File: config.mk
export PLATFORM = sky130hd
export DESIGN_NAME = rjpq_cost_div
export DESIGN_NICKNAME = d
export VERILOG_FILES = /design/src/rtl/rjpq_pkg.sv /design/src/rtl/rjpq_cost_div.sv
export SDC_FILE = /design/constraint.sdc
export NUM_CORES = 1
export LEC_CHECK = 0
export BUFFER_PORTS_ARGS = -buffer_cell sky130_fd_sc_hd__clkbuf_2
export CORE_ASPECT_RATIO = 0.75
export CORE_UTILIZATION = 46
export DETAILED_ROUTE_END_ITERATION = 7
export SLEW_MARGIN = 20
export SYNTH_ARGS = -nofsm -noshare
export SYNTH_HDL_FRONTEND = slang
export SYNTH_SLANG_ARGS = --single-unit
File: constraint.sdc
create_clock -name clk -period 11 [get_ports clk]
set_clock_uncertainty 0.05 [all_clocks]
set_input_delay 1.1 -clock clk [delete_from_list [all_inputs] [get_ports clk]]
set_output_delay 1.1 -clock clk [all_outputs]
set_load 0.01 [all_outputs]
File: src/rtl/rjpq_pkg.sv
`timescale 1ns / 1ps
package rjpq_pkg;

  localparam logic [1:0] KIND_CLEAR = 2'd0;
  localparam logic [1:0] KIND_ADD   = 2'd1;
  localparam logic [1:0] KIND_FETCH = 2'd2;

  localparam logic [1:0] ST_OK    = 2'd0;
  localparam logic [1:0] ST_FULL  = 2'd1;
  localparam logic [1:0] ST_EMPTY = 2'd2;

  localparam int CostW = 13;
  // full cost reaches 6138, so 13 bits carry the whole value for ordering
  localparam int DivW  = 24;

  typedef struct packed {
    logic [1:0]  kind;
    logic [9:0]  from_row;
    logic [9:0]  from_col;
    logic [9:0]  to_row;
    logic [9:0]  to_col;
    logic [15:0] net_code;
    logic [15:0] job_tag;
    logic [7:0]  priority_req;
  } in_item_t;

  typedef struct packed {
    logic [1:0]  status;
    logic        got_job;
    logic [9:0]  out_from_row;
    logic [9:0]  out_from_col;
    logic [9:0]  out_to_row;
    logic [9:0]  out_to_col;
    logic [15:0] out_net_code;
    logic [15:0] out_tag;
    logic [12:0] job_cost;
    logic [6:0]  jobs_left;
  } out_item_t;

  // one stored job: cells, net, handle, priority and cost
  typedef struct packed {
    logic [39:0]      cells;
    logic [15:0]      net;
    logic [15:0]      handle;
    logic [7:0]       prio;
    logic [CostW-1:0] cost;
  } job_t;

  // command broadcast to every cell
  typedef struct packed {
    logic insert;
    logic pop;
    job_t job;
  } cell_cmd_t;

endpackage

File: src/rtl/rjpq_cost_div.sv
`timescale 1ns / 1ps
module rjpq_cost_div (
  input  logic                    clk,
  input  logic                    rst_n,
  input  logic                    start,
  input  logic [9:0]              dx,
  input  logic [9:0]              dy,
  output logic                    done,
  output logic [rjpq_pkg::CostW-1:0] cost
);
  import rjpq_pkg::*;

  // restoring divide, one quotient bit per cycle
  logic [DivW-1:0]  num_r, num_nxt;
  logic [10:0]      rem_r, rem_nxt;
  logic [9:0]       den_r, den_nxt;
  logic [4:0]       cnt_r, cnt_nxt;
  logic             busy_r, busy_nxt;
  logic             done_r, done_nxt;
  logic             zero_r, zero_nxt;
  logic [9:0]       mx, my;
  logic [11:0]      trial;

  assign mx = (dx > dy) ? dx : dy;
  assign my = (dx > dy) ? dy : dx;
  assign trial = {rem_r, num_r[DivW-1]} ;

  always_comb begin
    num_nxt  = num_r;
    rem_nxt  = rem_r;
    den_nxt  = den_r;
    cnt_nxt  = cnt_r;
    busy_nxt = busy_r;
    done_nxt = 1'b0;
    zero_nxt = zero_r;
    if (start) begin
      num_nxt  = DivW'(({1'b0, dx} + {1'b0, dy}) * ({2'b0, mx} + {1'b0, my, 1'b0}));
      rem_nxt  = '0;
      den_nxt  = mx;
      cnt_nxt  = 5'(DivW);
      busy_nxt = 1'b1;
      zero_nxt = (mx == 10'd0);
    end else if (busy_r) begin
      num_nxt = {num_r[DivW-2:0], 1'b0};
      if (trial >= {2'b0, den_r}) begin
        rem_nxt    = 11'(trial - {2'b0, den_r});
        num_nxt[0] = 1'b1;
      end else begin
        rem_nxt = 11'(trial);
      end
      cnt_nxt = cnt_r - 5'd1;
      if (cnt_r == 5'd1) begin
        busy_nxt = 1'b0;
        done_nxt = 1'b1;
      end
    end
  end

  always_ff @(posedge clk) begin
    num_r  <= num_nxt;
    rem_r  <= rem_nxt;
    den_r  <= den_nxt;
    cnt_r  <= cnt_nxt;
    zero_r <= zero_nxt;
    if (!rst_n) begin
      busy_r <= 1'b0;
      done_r <= 1'b0;
    end else begin
      busy_r <= busy_nxt;
      done_r <= done_nxt;
    end
  end

  assign done = done_r;
  assign cost = zero_r ? '0 : num_r[CostW-1:0];

endmodule

==> qor.yml <==
run_status: "finished, final reports clean"
ys.flop_type: "edfxtp_1"
rsz0062_at_grt: "no"
cts_sinks: 53
setup_tns_ns: 0
cts-hold-fix-buffers: 0
worstReg2RegStart: "num_r[23]"
synth_seq_cells: 53
first_iter_violations: 418
drv_slew: 0
worstPathRequired_ns: 11.02
synth_nets: 1155
synth.most_common_cell: "inv_1"
synth_top_area_share_pct: 22.2
remaining_drc_errors: 0
dieHeight_um: 118
drv_cap: 0
synth_edf_count: 35
r2r_slack_ns: 7.97
r2r_end: "rem_r[6]"
crit_path_start_kind: "input pin"
gp_congestion: 0.896
initial_core_util_pct: 47.0
postSynthAreaPerCell_um2: 8.85
rr_worst_depth: 10
drt-wirelength-per-cell_um: 15.7
synth_largest_area_cell: "fa_1"
cts_root_buffer: "clkbuf_16"
tightest_slew_ns: 1.07
clock_path_buffers: 2
clock_latency_ns: 0.32
grt_overflow: 0
wirelength_mm: 18.9
setup_viol: 0
layout_min_cycle_time_ns: 9.78
crit_fanout: 32
grt_pass1_wl_mm: 32.5
min_from: "rem_r[10]"
ys_top_cells_by_area: "fa_1, ha_1, edfxtp_1"
fin_nets: 1178
yosysWarnings: 0
dp_hpwl_mm: 15.3
cts_setup_buffers: 0
antenna_found_initial: 0
postSynthCellCount: 938
numCtsBuffers: 5
num_rows: 42
grt.total_usage_pct: 22.4
firstDrtPassIters: 5
antenna_left: 0
yosysUniqueCellTypes: 65
grt_pass1_vias: 6326
arrival_ns: 9.79
endpoint_kind: "flip-flop"
vias: 6319
grt_max_degree: 46
yosysSeqAreaShare_pct: 17.0
layout-drive-gt1-share_pct: 10.3
crit_path_max_incr_delay_ns: 0.81
min_path_cells: 2
core_um2: 17700
slew_headroom_pct: 28.7
nFillCells: 1720
io_pins: 37
synth_common_cells: "inv_1, nor2_1, ha_1, fa_1, nand2_1"
hold_class: "reg -> reg"
htree_levels: 2
area_delta_synth_final_pct: 7.02
synth_area_um2: 8300
max_freq_mhz: 102
period_share_pct: 88.9
clk_pin_slew_ns: 0.09
async_flop_share_pct: 0
hold_path_end: "rem_r[10]"
die-area_um2: 18600
io_buffer_count: 36
die_w_um: 157
criticalPathCategory: "in -> reg"
slowest_stage: "xor2_1"
hold_viol: 0
post_cts_resized: 0
n_antenna_cell: 0
cts_tree: "built"
via_per_inst: 5.25
-- worst max-delay path: cells and delay by family --
family / cells / cell delay (ns)
buffers and inverters: 6 / 0.42
muxes: 1 / 0.28
adders and majority gates: 8 / 3.56
AOI/OAI and AO/OA: 11 / 2.73
and+or+nand+nor: 4 / 0.75
xor gates and xnor gates: 2 / 0.93
-- metal layers --
layer  part of all wire, %  track usage [%]
met2                    42             32.8
met3                   6.3             3.92
met5                     0                0
met1                    51             34.3
met4                   1.1             4.92
-- cell usage in the layout, fill, tap and decap left out, types with 5 or more instances in the layout --
cell type	count
inv_1	148
nor2_1	115
ha_1	102
fa_1	92
nand2_1	65
a21oi_1	37
clkbuf_2	36
edfxtp_1	35
o21ai_0	32
nor2b_1	27
xnor2_1	27
mux2_2	24
nand2b_1	22
dfxtp_1	18
xor2_1	17
nor3_1	14
a21o_1	13
nand3_1	11
mux2i_1	11
o21a_1	9
or2_2	9
buf_4	9
o21bai_1	8
nand4_1	7
nor4_1	5
clkbuf_16	5
-- flip-flops by register name, indices dropped and copies added (netlist names) --
signal  cells
zero_r      1
busy_r      1
den_r      10
cnt_r       5
done        1
num_r      24
rem_r      11
-- cells by family after synthesis --
family / share of synthesized area, %
adders and majority gates: 37.6
muxes: 4.93
xor gates and xnor gates: 4.64
AOI/OAI and AO/OA: 11.1
buffers and inverters: 8.24
and+or+nand+nor: 16.5
DFF: 17.0
-- cell type report --
| type | instances | area, µm² | area share, % |
|---|---|---|---|
| Multi-Input combinational cell | 706 | 6210 | 69.8 |
| Sequential cell | 53 | 1410 | 15.9 |
| Inverter | 150 | 563 | 6.34 |
| Tap cell | 242 | 303 | 3.41 |
| Timing Repair Buffer | 45 | 248 | 2.79 |
| Clock buffer | 5 | 125 | 1.41 |
| Clock inverter | 3 | 28.8 | 0.324 |
-- stage by stage --
stage	std cells	setup slack [ns]	area (µm²)	hold WS, ns	util [%]
2_1_floorplan	938	2.15	8300	0.377	-
6_report	1204	1.22	8880	0.428	50.3
3_3_place_gp	1196	1.08	8730	0.397	49.4
4_1_cts	1204	1.21	8880	0.428	50.3
5_1_grt	1204	0.541	8880	0.459	50.3
3_5_place_dp	1196	0.886	8730	0.411	49.4
-- worst max path at each step --
stage	startpoint	depth (start not counted)	to	slack (ns)
final	dy[4]	32	num_r[18]	1.22
after global routing	dy[4]	32	num_r[19]	0.54
after floorplan	dy[3]	35	num_r[18]	2.15
after CTS	dy[3]	32	num_r[18]	1.21
after global placement	dy[2]	32	num_r[18]	1.08
after detailed placement	dy[3]	32	num_r[18]	0.89
Power is left out: the tool's default activity adds up to more than one toggle a clock period on the data nets, which glitch-free logic cannot reach.
