===== src/rtl/rjpq_pkg.sv =====
`timescale 1ns / 1ps
package rjpq_pkg;

  localparam logic [1:0] KIND_CLEAR = 2'd0;
  localparam logic [1:0] KIND_ADD   = 2'd1;
  localparam logic [1:0] KIND_FETCH = 2'd2;

  localparam logic [1:0] ST_OK    = 2'd0;
  localparam logic [1:0] ST_FULL  = 2'd1;
  localparam logic [1:0] ST_EMPTY = 2'd2;

  localparam int CostW = 13;
  // full cost reaches 6138, so 13 bits carry the whole value for ordering
  localparam int DivW  = 24;

  typedef struct packed {
    logic [1:0]  kind;
    logic [9:0]  from_row;
    logic [9:0]  from_col;
    logic [9:0]  to_row;
    logic [9:0]  to_col;
    logic [15:0] net_code;
    logic [15:0] job_tag;
    logic [7:0]  priority_req;
  } in_item_t;

  typedef struct packed {
    logic [1:0]  status;
    logic        got_job;
    logic [9:0]  out_from_row;
    logic [9:0]  out_from_col;
    logic [9:0]  out_to_row;
    logic [9:0]  out_to_col;
    logic [15:0] out_net_code;
    logic [15:0] out_tag;
    logic [12:0] job_cost;
    logic [6:0]  jobs_left;
  } out_item_t;

  // one stored job: cells, net, handle, priority and cost
  typedef struct packed {
    logic [39:0]      cells;
    logic [15:0]      net;
    logic [15:0]      handle;
    logic [7:0]       prio;
    logic [CostW-1:0] cost;
  } job_t;

  // command broadcast to every cell
  typedef struct packed {
    logic insert;
    logic pop;
    job_t job;
  } cell_cmd_t;

endpackage


===== src/rtl/rjpq_cell.sv =====
`timescale 1ns / 1ps
module rjpq_cell (
  input  logic               clk,
  input  logic               rst_n,
  input  logic               clear,
  input  rjpq_pkg::cell_cmd_t cmd,
  input  rjpq_pkg::job_t     left_job,
  input  logic               left_valid,
  input  logic               left_worse,
  input  rjpq_pkg::job_t     right_job,
  input  logic               right_valid,
  output rjpq_pkg::job_t     job,
  output logic               valid,
  output logic               worse
);
  import rjpq_pkg::*;

  job_t job_r, job_nxt;
  logic valid_r, valid_nxt;

  // stored job strictly after the new one
  assign worse = valid_r && ((job_r.prio < cmd.job.prio) ||
                 ((job_r.prio == cmd.job.prio) && (job_r.cost > cmd.job.cost)));

  always_comb begin
    job_nxt   = job_r;
    valid_nxt = valid_r;
    if (cmd.insert) begin
      if (worse) begin
        // shift right: take left neighbour if it also moves, else the new job
        if (left_worse) job_nxt = left_job;
        else job_nxt = cmd.job;
        valid_nxt = 1'b1;
      end else if (!valid_r && left_valid) begin
        // first free cell: grow the list by one
        if (left_worse) job_nxt = left_job;
        else job_nxt = cmd.job;
        valid_nxt = 1'b1;
      end
    end else if (cmd.pop) begin
      job_nxt   = right_job;
      valid_nxt = right_valid;
    end
  end

  always_ff @(posedge clk) begin
    job_r <= job_nxt;
    if (!rst_n || clear) valid_r <= 1'b0;
    else valid_r <= valid_nxt;
  end

  assign job   = job_r;
  assign valid = valid_r;

endmodule


===== config.mk =====
export PLATFORM = sky130hd
export DESIGN_NAME = rjpq_cell
export DESIGN_NICKNAME = d
export VERILOG_FILES = /design/src/rtl/rjpq_pkg.sv /design/src/rtl/rjpq_cell.sv
export SDC_FILE = /design/constraint.sdc
export NUM_CORES = 1
export LEC_CHECK = 0
export ABC_AREA = 1
export BUFFER_PORTS_ARGS = -buffer_cell sky130_fd_sc_hd__buf_2
export CORE_AREA = 2 2 148 150
export CTS_BUF_LIST = sky130_fd_sc_hd__clkbuf_8
export DETAILED_ROUTE_END_ITERATION = 7
export DIE_AREA = 0 0 150 152
export GPL_ROUTABILITY_DRIVEN = 0
export SLEW_MARGIN = 40
export SYNTH_ARGS = -nofsm -noshare
export SYNTH_HDL_FRONTEND = slang
export SYNTH_SLANG_ARGS = --single-unit

===== constraint.sdc =====
create_clock -name clk -period 7.8 [get_ports clk]
set_clock_uncertainty 0.05 [all_clocks]
set_input_delay 0.78 -clock clk [delete_from_list [all_inputs] [get_ports clk]]
set_output_delay 0.78 -clock clk [all_outputs]
set_load 0.02 [all_outputs]

==> metrics.md <==
| Metric | Value |
|---|---|
| IO Count | `382` |
| Cells after Synth | `620` |
| Diodes inserted | `0` |
| Critical Path End Type | `flop` |
| Clock edge transition at the registers on the reported setup and hold paths | `0.11 ns` |
| Post-synth EDFFs | `93` |
| Ys flop type | `edfxtp_1` |
| Hold_sp | `valid` |
| DP Wirelength | `14000 um` |
| Period utilization | `40.6%` |
| Overall global routing resource usage | `15.8%` |
| Nets | `1285` |
| Hold crit path type | `reg -> reg` |
| Final Slew Violations | `0` |
| Starting Density | `24.8%` |
| Rel. slew slack | `51.4%` |
| DIE AREA | `22800 um2` |
| Post CTS Setup Buffer Count | `0` |
| CTS root buf | `clkbuf_8` |
| Number of global-route vias before repair | `5404` |
| Global-route wire length before repair | `28100 um` |
| ANT nets after route | `0` |
| Worst reg2reg path endpoint | `job[0]` |
| CP Max Fanout | `47` |
| Cell count of the worst reg-to-reg path | `14` |
| CTS buffer count | `9` |
| Vias | `5601` |
| Unique cell type count in the Yosys netlist | `24` |
| WP data required | `7.75 ns` |
| PD cells | `174 nW/um2` |
| Syn. warnings | `0` |
| CTS H-tree lvls | `3` |
| Initial antenna violation count | `2` |
| Syn nets | `928` |
| Worst Hold Path EP | `valid` |
| Post-Syn Area per Cell | `8.55 um2` |
| Worst reg-to-reg setup slack | `4.72 ns` |
| Core ar. | `21400 um2` |
| Hold depth | `2` |
| Clk_lat worst skew | `0.38 ns` |
| Longest Clk Path Bufs | `2` |
| WS Path Type | `in -> reg` |
| WL per Instance | `14.8 um` |
| Reg2reg start | `job[12]` |
| CTS Hold Buffers Added | `0` |
| Launch point of the worst path | `cmd[8]` |
| RSZ-0062 raised after global routing | `false` |
| Area Overhead vs Synth | `43.9%` |
| PostCTS Resize Cnt | `0` |
| CP arrival | `3.11 ns` |
| Area leader, netlist | `edfxtp_1` |
| Routed WL | `18700 um` |
| Power, Total | `0.00133 W` |
| Mapped Area | `5300 um2` |
| LEAKAGE | `3.66 nW` |
| Final worst path period need | `3.16 ns` |
| Top cells by area, synth | `edfxtp_1, o21ai_0, nand2_1` |
| Die X | `150 um` |
| Endpoints failing hold | `0` |
| Synth async-reset ratio | `0%` |
| 1st-iter DRT viols | `281` |
| CTS tree | `built` |
| Status | `complete, no violations` |
| Layout cell share with drive strength beyond 1 | `42.1%` |
| GRT Residual Overflow | `0` |
| Final setup violation count | `0` |
| #FFs+latches synth | `94` |
| DRC viols | `0` |
| Sequential element share of the synthesized area | `53.0%` |
| Max_cap viols | `0` |
| Setup TNS | `0 ns` |
| Die Ht | `152 um` |
| Worst IR drop on VDD | `0.0659 mV` |
| CP startpoint kind | `primary input` |
| Pre-antenna DRT Iters | `5` |
| Synth top area share | `52.7%` |
| Worst-margin pin slew | `0.728 ns` |
| Largest net degree at the start of global routing | `96` |
| Routed vias/inst | `4.44` |
| Placement row count | `54` |
| Max Freq | `316 MHz` |
| Sink Count | `94` |
| Port Buffers | `381` |
==> per-stage QoR <==
stage	worst slack [ns]	area, um2	utilization, %	std cells	hold WS [ns]
final	4.64	7630	35.8	1262	0.448
after global routing	4.37	7630	35.8	1262	0.467
after CTS	4.60	7630	35.7	1262	0.454
after detailed placement	4.19	7420	34.7	1246	0.437
after global placement	4.25	7410	34.7	1246	0.433
after floorplan	3.75	5300	-	620	0.508
==> how the worst max path moves through the flow <==
stage | endpoint | cells past startpoint
6_report | job[0] | 16
5_1_grt | job[0] | 16
4_1_cts | job[0] | 16
3_5_place_dp | job[16] | 16
3_3_place_gp | job[18] | 16
2_1_floorplan | job[0] | 10
==> critical path: stages <==
cell and delay (ns):
buf_2 0.09, inv_1 0.04, ha_1 0.28, nand2_1 0.06, nor2_1 0.15, nand2_1 0.09, clkinv_1 0.05, nand2_1 0.04
nand2_1 0.09, nand2_1 0.06, nand2_1 0.05, nand2_1 0.06, nand2_1 0.07, nand2_2 0.07, inv_4 0.42, buf_4 0.59
==> cell usage after synthesis, types with 2 or more instances <==
master      n
nand2_1   121
o21ai_0   115
nor2_1     99
edfxtp_1   93
o21ai_1    73
inv_1      35
clkbuf_1   25
ha_1       21
a21oi_1     8
buf_4       7
buf_2       6
nand2_2     3
nand3_1     2
nor2_2      2
==> flip-flops by register name, summed over array words and instances, names as in the netlist <==
register	flops
valid	1
job	93
==> cell families after synthesis <==
logic type | count (synthesis) | synth area share [%]
AND/OR/NAND/NOR | 230 | 16.8
AO/OA/AOI/OAI | 198 | 18.9
flip-flops | 94 | 53.0
buffers and inverters | 77 | 6.27
adder cells (fa/ha/maj) | 21 | 4.95
==> cell type report <==
cell class	instances	area [um2]
fillers	2273	13700
clock buffers	11	151
well taps	280	350
repair buffers	386	1960
multi-input cells	449	2160
clock inverters	5	58.8
inverters	37	144
flip-flops and latches	94	2810
==> routing by layer <==
metal / GRT usage, % / wire (um)
met5: 0 / 26
met4: 4.76 / 380
met3: 5.20 / 1710
met2: 27.3 / 9160
met1: 18.6 / 7430
==> power breakdown <==
| group | internal (W) | switching (W) | total (W) |
|---|---|---|---|
| Clock | 0.000167 | 0.000177 | 0.000344 |
| Sequential | 0.000621 | 0.0000182 | 0.000640 |
| Combinational | 0.000130 | 0.000212 | 0.000342 |
==> layout by cell type, fill, tap and decap left out, types with 3 or more instances in the layout <==
| cell | Yosys | routed |
|---|---|---|
| inv_1 | 35 | 34 |
| ha_1 | 21 | 21 |
| buf_2 | 6 | 381 |
| nand2_2 | 3 | 3 |
| o21ai_0 | 115 | 115 |
| a21oi_1 | 8 | 8 |
| nor2_1 | 99 | 99 |
| clkbuf_8 | 1 | 11 |
| nand2_1 | 121 | 121 |
| buf_6 | 0 | 4 |
| edfxtp_1 | 93 | 93 |
| o21ai_1 | 73 | 73 |
No activity file was read; power rests on OpenSTA's default activity.
